--- config.mk ---
export PLATFORM = sky130hd
export DESIGN_NAME = phitc_regs
export DESIGN_NICKNAME = d
export VERILOG_FILES = /design/src/design/phitc_pkg.sv /design/src/design/phitc_regs.sv
export SDC_FILE = /design/constraint.sdc
export NUM_CORES = 1
export LEC_CHECK = 0
export ABC_AREA = 0
export ABC_CLOCK_PERIOD_IN_PS = 1600
export BUFFER_PORTS_ARGS = -buffer_cell sky130_fd_sc_hd__buf_4
export CAP_MARGIN = 15
export CORE_ASPECT_RATIO = 1.1
export CORE_MARGIN = 2
export CORE_UTILIZATION = 32
export DETAILED_ROUTE_END_ITERATION = 16
export PLACE_DENSITY = 0.78
export SYNTH_ARGS = -nofsm -noshare
export SYNTH_HDL_FRONTEND = slang
export SYNTH_SLANG_ARGS = --single-unit
--- constraint.sdc ---
create_clock -name clk -period 1.6 [get_ports clk]
set_clock_uncertainty 0.2 [all_clocks]
set_input_delay 0.24 -clock clk [delete_from_list [all_inputs] [get_ports clk]]
set_output_delay 0.24 -clock clk [all_outputs]
set_load 0.02 [all_outputs]
--- src/design/phitc_pkg.sv ---
package phitc_pkg;

  // Default sizing handed to the top level
  localparam int HOSTS_DEF           = 256;
  localparam int PAGES_DEF           = 2;
  localparam int BYTE_COUNT_BITS_DEF = 48;

  // Fixed field widths
  localparam int CAT_W      = 3;
  localparam int HOST_W     = 8;
  localparam int BYTE_OUT_W = 48;
  localparam int PKT_W      = 32;
  localparam int ADDR_W     = 32;
  localparam int ETH_W      = 16;
  localparam int LEN_W      = 16;
  localparam int TS_W       = 32;
  localparam int NET_W      = 8;
  localparam int CATS       = 4;

  // Protocol constants
  localparam logic [ETH_W-1:0] ETH_IPV4      = 16'h0800;
  localparam logic [ETH_W-1:0] ETH_VLAN      = 16'h8100;
  localparam logic [NET_W-1:0] BCAST_LOW     = 8'd255;
  localparam logic [NET_W-1:0] MCAST_LO      = 8'd224;
  localparam logic [NET_W-1:0] MCAST_HI      = 8'd239;
  localparam logic [NET_W-1:0] LOCAL_NET_RST = 8'd10;

  // Register map, indexed by paddr[2]
  localparam logic REG_PAGE_SELECT = 1'b0;
  localparam logic REG_LOCAL_NET   = 1'b1;

  typedef enum logic [CAT_W-1:0] {
    CAT_NOT_IP = 3'd0,
    CAT_LOCAL  = 3'd1,
    CAT_BCAST  = 3'd2,
    CAT_MCAST  = 3'd3,
    CAT_RX     = 3'd4,
    CAT_TX     = 3'd5
  } cat_t;

  typedef enum logic [1:0] {
    ST_CLEAR,
    ST_IDLE,
    ST_UPDATE
  } state_t;

  // Controller to datapath
  typedef struct packed {
    logic clear;
    logic capture;
    logic update;
  } ctrl_cmd_t;

  // Datapath to controller
  typedef struct packed {
    logic clear_last;
  } dp_status_t;

endpackage

--- src/design/phitc_regs.sv ---
module phitc_regs (
  input  logic                         clk,
  input  logic                         rst_n,
  input  logic                         psel,
  input  logic                         penable,
  input  logic                         pwrite,
  input  logic [2:0]                   paddr,
  input  logic [31:0]                  pwdata,
  output logic [31:0]                  prdata,
  output logic                         pready,
  output logic                         page_select,
  output logic [phitc_pkg::NET_W-1:0]  local_net
);
  import phitc_pkg::*;

  logic             page_select_r, page_select_nxt;
  logic [NET_W-1:0] local_net_r, local_net_nxt;
  logic             wr;

  assign pready = 1'b1;
  assign wr     = psel && penable && pwrite;

  // Register writes
  always_comb begin
    page_select_nxt = page_select_r;
    local_net_nxt   = local_net_r;
    if (wr) begin
      case (paddr[2])
        REG_PAGE_SELECT: page_select_nxt = pwdata[0];
        REG_LOCAL_NET:   local_net_nxt   = pwdata[NET_W-1:0];
        default: ;
      endcase
    end
  end

  always_ff @(posedge clk) begin
    if (!rst_n) begin
      page_select_r <= 1'b0;
      local_net_r   <= LOCAL_NET_RST;
    end else begin
      page_select_r <= page_select_nxt;
      local_net_r   <= local_net_nxt;
    end
  end

  // Readback
  always_comb begin
    case (paddr[2])
      REG_PAGE_SELECT: prdata = {31'b0, page_select_r};
      REG_LOCAL_NET:   prdata = {{(32-NET_W){1'b0}}, local_net_r};
      default:         prdata = '0;
    endcase
  end

  assign page_select = page_select_r;
  assign local_net   = local_net_r;

endmodule

==> results.toml <==
[critical_path]
critical_path_arrival_ns = 1.00
timing.rr.start = "local_net[0]$_SDFFE_PN0P_"
required_ns = 1.16
critPathCaptureType = "output pin"
startpoint = "local_net[0]$_SDFFE_PN0P_"
critical_path_class = "reg2out"
cp_max_fo = 3
cp-start-kind = "flop"

[timing]
final.setup.tns_ns = 0
setup_viol = 0
hold_violations = 0
slew_violations = 0
rsz0062_at_grt = "no"
finalCritPeriodShare_pct = 89.9
fmax_mhz = 695
fin_ws_ns = 0.161
whs_ns = 0.0384
post-route-min-period_ns = 1.44

[cts]
h-tree-depth = 1
post_cts_buffers = 0
numCtsBuffers = 3
cts_tree = "done"
path_clk_slew_ns = 0.06
max-clock-path-buffers = 2
worst_skew_pair.late_latency_ns = 0.25
hold_buffers = 0
clock-sinks = 9
cts-root-buf = "clkbuf_4"
ctsResizeCount = 0

[routing]
via_count = 495
wl_per_cell_um = 8.42
vias_per_cell = 3.75
first_iter_violations = 2
wirelength_mm = 1.11
drtPass1Iterations = 2
ant_nets = 0
drc = 0

[die]
start_util_pct = 35.0
dieArea_um2 = 2360
core_area_um2 = 1820
die_x_um = 46.5
row_count = 16
io_pins = 82
die_h_um = 50.8

[yosys]
yosysMostFrequentCell = "buf_4"
ys.flop_type = "dfxtp_1"
syn_area_um2 = 637
ys_async_sr_fraction_pct = 0
synthDistinctLibCells = 12
synth-xor-area-share_pct = 0
yosys_register_bits = 9
netlist.area_leader.share_pct = 29.5
ys_warn_count = 0
avgSynthCellArea_um2 = 8.61
muxShareOfSynthArea_pct = 15.9
synth_edf_count = 0
synth-simple-area-share_pct = 22.6
yosysSeqAreaShare_pct = 28.3
syn_inst = 74
synth_top_family_by_area = "buffers and inverters"
synth_compound_area_share_pct = 0
synth_adder_area_share_pct = 0
synthTopCellsByCount = "buf_4, nand2_1, dfxtp_1, mux2i_1, and2_2"
yosys-top-cells-area = "buf_4, dfxtp_1, mux2i_1, and2_2, nand2_1"
yosys.area.top_type = "buf_4"

[final_layout]
final_cell_area_um2 = 812
area_growth_pct = 27.5
multi_input_area_um2 = 339
nFillCells = 181
fin_util_pct = 44.6
finalNonFillerCells = 132
num_antenna_cells = 0
seq_area_um2 = 180
drive_gt1_share_pct = 40.0
final_nets = 146

[status]
outcome = "complete, no violations"

[placed_design]
dpl.hpwl_um = 918
placed_cells = 128
place.gp.congestion = 0.612
placed_cell_area_um2 = 786
dp_slack_ns = 0.295
portBuffers = 30

[pwr]
power_mw = 0.541
irDropWorstVdd_v = 0.000389
power_density_nw_per_um2 = 666
leakagePower_nw = 0.412

[run]
cap_viol_max_count = 0

[grt]
antenna_found_initial = 0
grt_start_max_net_pins = 18
grt_pass1_wl_mm = 1.53
grt-ovfl-total = 0
grt_pass1_vias = 373
grt_util_all_layers_pct = 9.03

[hold_path]
hp-start = "pwdata[4]"
hp-class = "in2reg"
registers in the layout (all words and copies together), names as in the netlist:
name and flops:
page_select 1, local_net 8
kinds of logic (layout without fill, tap and decap cells):
| group | after synthesis | after routing |
|---|---|---|
| flops | 9 | 9 |
| simple gates | 26 | 26 |
| mux | 10 | 10 |
| buf+inv | 27 | 35 |
| other cells | 2 | 25 |
routing by layer:
| layer | global-route usage (%) | routed length (um) | vias up |
|---|---|---|---|
| met5 | 0 | 0 | - |
| met2 | 15.3 | 536 | 37 |
| met1 | 9.94 | 441 | 213 |
| met4 | 2.86 | 0 | 0 |
| li1 | - | - | 245 |
| met3 | 3.60 | 133 | 0 |
report_power, final:
group	leakage [nW]	switching [mW]	internal (mW)
logic	0.324	0.0888	0.0458
clock network	0.0150	0.0776	0.0960
registers	0.0729	0.00335	0.229
area by class of cell:
cell class	instances	share of cell area [%]
multi-input combinational	61	41.8
tap	27	4.16
clock buffer	4	3.24
timing repair buffer	31	28.7
sequential	9	22.2
worst max-delay path, cell delays in order, from the launching register on:
cell	delay [ns]
dfxtp_1	0.33
mux2_2	0.27
buf_4	0.16
final timing paths:
kind	end	slack (ns)	depth (start not counted)
worst max-delay path	prdata[0]	0.16	2
worst min-delay path	local_net[4]$_SDFFE_PN0P_	0.04	3
worst max register to register	local_net[0]$_SDFFE_PN0P_	0.80	2
worst min register to register	local_net[4]$_SDFFE_PN0P_	0.27	2
cell usage in the layout, fill, tap and decap left out:
master / netlist / routed
nand4b_1: 1 / 1
conb_1: 2 / 25
nand2_1: 13 / 13
dfxtp_1: 9 / 9
mux2i_1: 9 / 9
nor2b_1: 4 / 4
and4_1: 1 / 1
clkbuf_1: 0 / 1
clkbuf_4: 0 / 3
and2_2: 7 / 7
mux2_2: 1 / 1
buf_4: 25 / 31
(Power assumes the default switching activity.)
