==> src/design/phitc_pkg.sv <==
package phitc_pkg;

  // Default sizing handed to the top level
  localparam int HOSTS_DEF           = 256;
  localparam int PAGES_DEF           = 2;
  localparam int BYTE_COUNT_BITS_DEF = 48;

  // Fixed field widths
  localparam int CAT_W      = 3;
  localparam int HOST_W     = 8;
  localparam int BYTE_OUT_W = 48;
  localparam int PKT_W      = 32;
  localparam int ADDR_W     = 32;
  localparam int ETH_W      = 16;
  localparam int LEN_W      = 16;
  localparam int TS_W       = 32;
  localparam int NET_W      = 8;
  localparam int CATS       = 4;

  // Protocol constants
  localparam logic [ETH_W-1:0] ETH_IPV4      = 16'h0800;
  localparam logic [ETH_W-1:0] ETH_VLAN      = 16'h8100;
  localparam logic [NET_W-1:0] BCAST_LOW     = 8'd255;
  localparam logic [NET_W-1:0] MCAST_LO      = 8'd224;
  localparam logic [NET_W-1:0] MCAST_HI      = 8'd239;
  localparam logic [NET_W-1:0] LOCAL_NET_RST = 8'd10;

  // Register map, indexed by paddr[2]
  localparam logic REG_PAGE_SELECT = 1'b0;
  localparam logic REG_LOCAL_NET   = 1'b1;

  typedef enum logic [CAT_W-1:0] {
    CAT_NOT_IP = 3'd0,
    CAT_LOCAL  = 3'd1,
    CAT_BCAST  = 3'd2,
    CAT_MCAST  = 3'd3,
    CAT_RX     = 3'd4,
    CAT_TX     = 3'd5
  } cat_t;

  typedef enum logic [1:0] {
    ST_CLEAR,
    ST_IDLE,
    ST_UPDATE
  } state_t;

  // Controller to datapath
  typedef struct packed {
    logic clear;
    logic capture;
    logic update;
  } ctrl_cmd_t;

  // Datapath to controller
  typedef struct packed {
    logic clear_last;
  } dp_status_t;

endpackage

==> src/design/phitc_ctrl.sv <==
module phitc_ctrl (
  input  logic                   clk,
  input  logic                   rst_n,
  input  logic                   in_valid,
  output logic                   in_stall,
  output logic                   out_valid,
  input  logic                   out_stall,
  input  phitc_pkg::dp_status_t  status,
  output phitc_pkg::ctrl_cmd_t   cmd
);
  import phitc_pkg::*;

  state_t state_r, state_nxt;
  logic   out_valid_r, out_valid_nxt;
  logic   out_free;

  // Output slot is free if empty or being taken this cycle
  assign out_free = !out_valid_r || !out_stall;

  // Next state
  always_comb begin
    state_nxt = state_r;
    case (state_r)
      ST_CLEAR:  if (status.clear_last) state_nxt = ST_IDLE;
      ST_IDLE:   if (in_valid) state_nxt = ST_UPDATE;
      ST_UPDATE: if (out_free) state_nxt = ST_IDLE;
      default:   state_nxt = ST_CLEAR;
    endcase
  end

  // Outputs
  always_comb begin
    cmd      = '0;
    in_stall = 1'b1;
    case (state_r)
      ST_CLEAR: begin
        cmd.clear = 1'b1;
      end
      ST_IDLE: begin
        in_stall    = 1'b0;
        cmd.capture = in_valid;
      end
      ST_UPDATE: begin
        cmd.update = out_free;
      end
      default: ;
    endcase
  end

  // Result valid flag
  always_comb begin
    out_valid_nxt = out_valid_r;
    if (cmd.update) begin
      out_valid_nxt = 1'b1;
    end else if (!out_stall) begin
      out_valid_nxt = 1'b0;
    end
  end

  always_ff @(posedge clk) begin
    if (!rst_n) begin
      state_r     <= ST_CLEAR;
      out_valid_r <= 1'b0;
    end else begin
      state_r     <= state_nxt;
      out_valid_r <= out_valid_nxt;
    end
  end

  assign out_valid = out_valid_r;

endmodule

==> config.mk <==
export PLATFORM = sky130hd
export DESIGN_NAME = phitc_ctrl
export DESIGN_NICKNAME = d
export VERILOG_FILES = /design/src/design/phitc_pkg.sv /design/src/design/phitc_ctrl.sv
export SDC_FILE = /design/constraint.sdc
export NUM_CORES = 1
export LEC_CHECK = 0
export BUFFER_PORTS_ARGS = -buffer_cell sky130_fd_sc_hd__buf_2
export CAP_MARGIN = 20
export CELL_PAD_IN_SITES_DETAIL_PLACEMENT = 1
export CELL_PAD_IN_SITES_GLOBAL_PLACEMENT = 1
export CORE_AREA = 4 4 41 43
export DETAILED_ROUTE_END_ITERATION = 12
export DIE_AREA = 0 0 45 47
export GPL_ROUTABILITY_DRIVEN = 1
export PLACE_DENSITY_LB_ADDON = 0.1
export SETUP_SLACK_MARGIN = 0.4
export SLEW_MARGIN = 5
export SYNTH_ARGS = -nofsm -noshare
export SYNTH_HDL_FRONTEND = slang
export SYNTH_SLANG_ARGS = --single-unit
==> constraint.sdc <==
create_clock -name clk -period 0.9 [get_ports clk]
set_input_delay 0.27 -clock clk [delete_from_list [all_inputs] [get_ports clk]]
set_output_delay 0.27 -clock clk [all_outputs]
set_load 0.1 [all_outputs]
==> run metrics <==
Detailed Route WL=520 microns; CP peak stage delay=330 ps; Chip Height=47 microns; worst min path class=primary input to flip-flop; ant diodes=0; average size of a mapped cell=8.464 sq um; Die W=~45 microns; fmax=roughly 760 MHz; gpl congestion=around 0.7; endpoint arrival time on the critical path=approximately 1100 ps; wire length per cell after detailed routing=9.455 microns; largest driver fanout on the critical path=4; CP Launch Type=flip-flop; maximum number of pins on one net before global-route repair=5; most common cell after layout, fill and taps aside=buf_4; Post-Syn Instances=17; relative slew slack=87.65%; GRT Overall Usage=5.687%; area of the core=1301 sq um; worst setup path class=flip-flop to primary output; worst-case clock skew=1.790 ps; highest-count cells in the layout ignoring fill and taps=buf_4 (7), buf_12 (5), buf_2 (4), buf_6 (4), clkbuf_4 (3); area growth from synthesis to layout=219.1%; share of power burned in the clock network=33.7%; cell taking the most area after synthesis=dfxtp_1; net count after synthesis=22; data required time of the worst path=630 ps; worst path setup slack after routing=-415.0 ps; endpoint type of the worst setup path=primary output; final-report setup violation count=7; master cell of the clock root buffer=clkbuf_4; Filler Cell Count=156; antenna violations before repair=0; Cell Area, Placed=374.1 sq um; Internal=0.4389 mW; mean number of vias per cell=3.564; via total after detailed routing=196; remaining antenna violation count after routing=0; Site Rows=13; area share of the leading cell type in the synthesized netlist=41.74%; maximum ir drop on the vdd rail=0.4659 mV; switching power as a share of total power=36.16%; clock slew seen by the registers of the worst setup and hold paths=40 ps; leakage power=about 0.2 nW; violated checks=setup timing; power density over cell area=~1500 nW/um^2; reg-to-reg setup timing slack=-60 ps; fraction of the cycle the final worst path needs=146.1%; max-cap viol count=0; Power, Total=0.6875 mW; Yosys reg bits=3; unique cell type count in the Yosys netlist=11; unrepaired setup endpoints after global routing=true; Clock Sink Count=3; Mapped Area=143.9 sq um; via count of the first global-routing pass=211; setup_tns=-1907 ps; first-pass GRT wire length=roughly 790 microns; largest cells by area after synthesis=dfxtp_1 (42%), o21a_1 (10%), nand2b_1 (8.7%); TritonCTS clock tree=yes; Residual DRC=0; clock period minus final worst setup slack=1315 ps; PortBufs=9; reported net switching power=0.2486 mW; iteration-0 DRC count of the detailed router=1; post-route cell area=459.2 sq um; Max H-tree Level=1; part of the total power dissipated in sequential elements=21.5%; run status=finished, violations left; combinational share of power=approximately 45%; layout cell share with drive strength beyond 1=85.00%; measured slew at the worst slew-check pin=184.9 ps; clock insertion delay at the later pin of the skew report=230 ps; Layout Utilization=35.29%; slowest stage cell, crit path=dfxtp_2; maximum buffer depth of the clock tree=2; area of the die=between 2000 and 2500 sq um; CP Cell Sequence=nand2b_4, a21oi_4, buf_12; clock buffers created by TritonCTS=3; Final Hold Violating Endpoints=0; effective utilization at floorplan=11.06%; layout net count=46; total count of max-transition violations in the final report=0; number of top-level design ports=10; sequential element share of the synthesized area=41.74%; aggregate global routing overflow=0; hold buffer count at cts=0; number of iterations in the first detailed-routing pass=2; Synth warnings=0
## power by group through the flow
stage          clock [mW]  sequential, mW  combinational, mW
3_3_place_gp            0           0.149              0.280
3_5_place_dp            0           0.150              0.284
2_1_floorplan           0           0.162              0.147
5_1_grt             0.256           0.149              0.320
6_report            0.232           0.148              0.308
4_1_cts             0.249           0.149              0.304
## routing by layer
| layer | global-route usage [%] | share of wire (%) | up-vias |
|---|---|---|---|
| met5 | 0 | 0 | - |
| met4 | 5.263 | 0 | 0 |
| met3 | 2.299 | 10 | 0 |
| met2 | 9.322 | 56 | 7 |
| met1 | 5.455 | 34 | 87 |
| li1 | - | - | 102 |
## registers in the layout, summed over array words and instances (netlist names)
name / count
out_valid: 1
state_r: 2
## final cells by class
class	instances	area (sq um)	area share [%]
repair buffers	20	217.7	47.41
multi-input cells	12	123.9	26.98
flip-flops and latches	3	68.82	14.99
clock buffers	4	26.28	5.722
well taps	15	18.77	4.087
inverters	1	3.754	0.8174
## through the flow
step / instances / hold WS (ps) / worst slack, ps
global placement: 49 / 507.0 / -213.2
floorplan: 17 / 387.4 / -553.0
global route: 55 / 270.7 / -468.8
detailed placement: 49 / 513.8 / -231.1
finish: 55 / 272.6 / -415.0
CTS: 55 / 271.6 / -427.7
## cells in the mapped netlist, drive strengths merged
cell / n
nand2: 1
inv: 1
a21boi: 1
dfxtp: 3
a211oi: 1
o21a: 2
a21oi: 1
nor2: 4
buf: 1
nand2b: 2
## worst max-delay path: cells and delay by family (launching register included)
family	cells	cell delay [ps]
AO/OA/AOI/OAI	1	150
buffers and inverters	1	190
flip-flops	1	330
AND/OR/NAND/NOR	1	150
## final timing paths
kind	start	to	depth (start not counted)
worst min-delay path	rst_n	state_r[1]$_SDFFE_PN0P_	2
worst min register to register	state_r[1]$_SDFFE_PN0P_	out_valid$_SDFFE_PN0P_	3
worst max-delay path	state_r[0]$_SDFFE_PN0P_	cmd[0]	3
worst max register to register	state_r[0]$_SDFFE_PN0P_	state_r[0]$_SDFFE_PN0P_	4
## kinds of logic (layout without fill, tap and decap cells)
family | after synthesis | in the layout | synth area share (%)
flip-flops | 3 | 3 | 41.74
AO/OA/AOI/OAI | 5 | 5 | 26.96
AND/OR/NAND/NOR | 7 | 7 | 23.48
buffers and inverters | 2 | 25 | 7.826
## what timing repair did
action,in CTS,in global routing
setup endpoints to repair,8,8
setup buffers,2,0
pin swaps,3,2
gates resized for setup,5,5
Note: power is estimated with default switching activity, not from simulation.
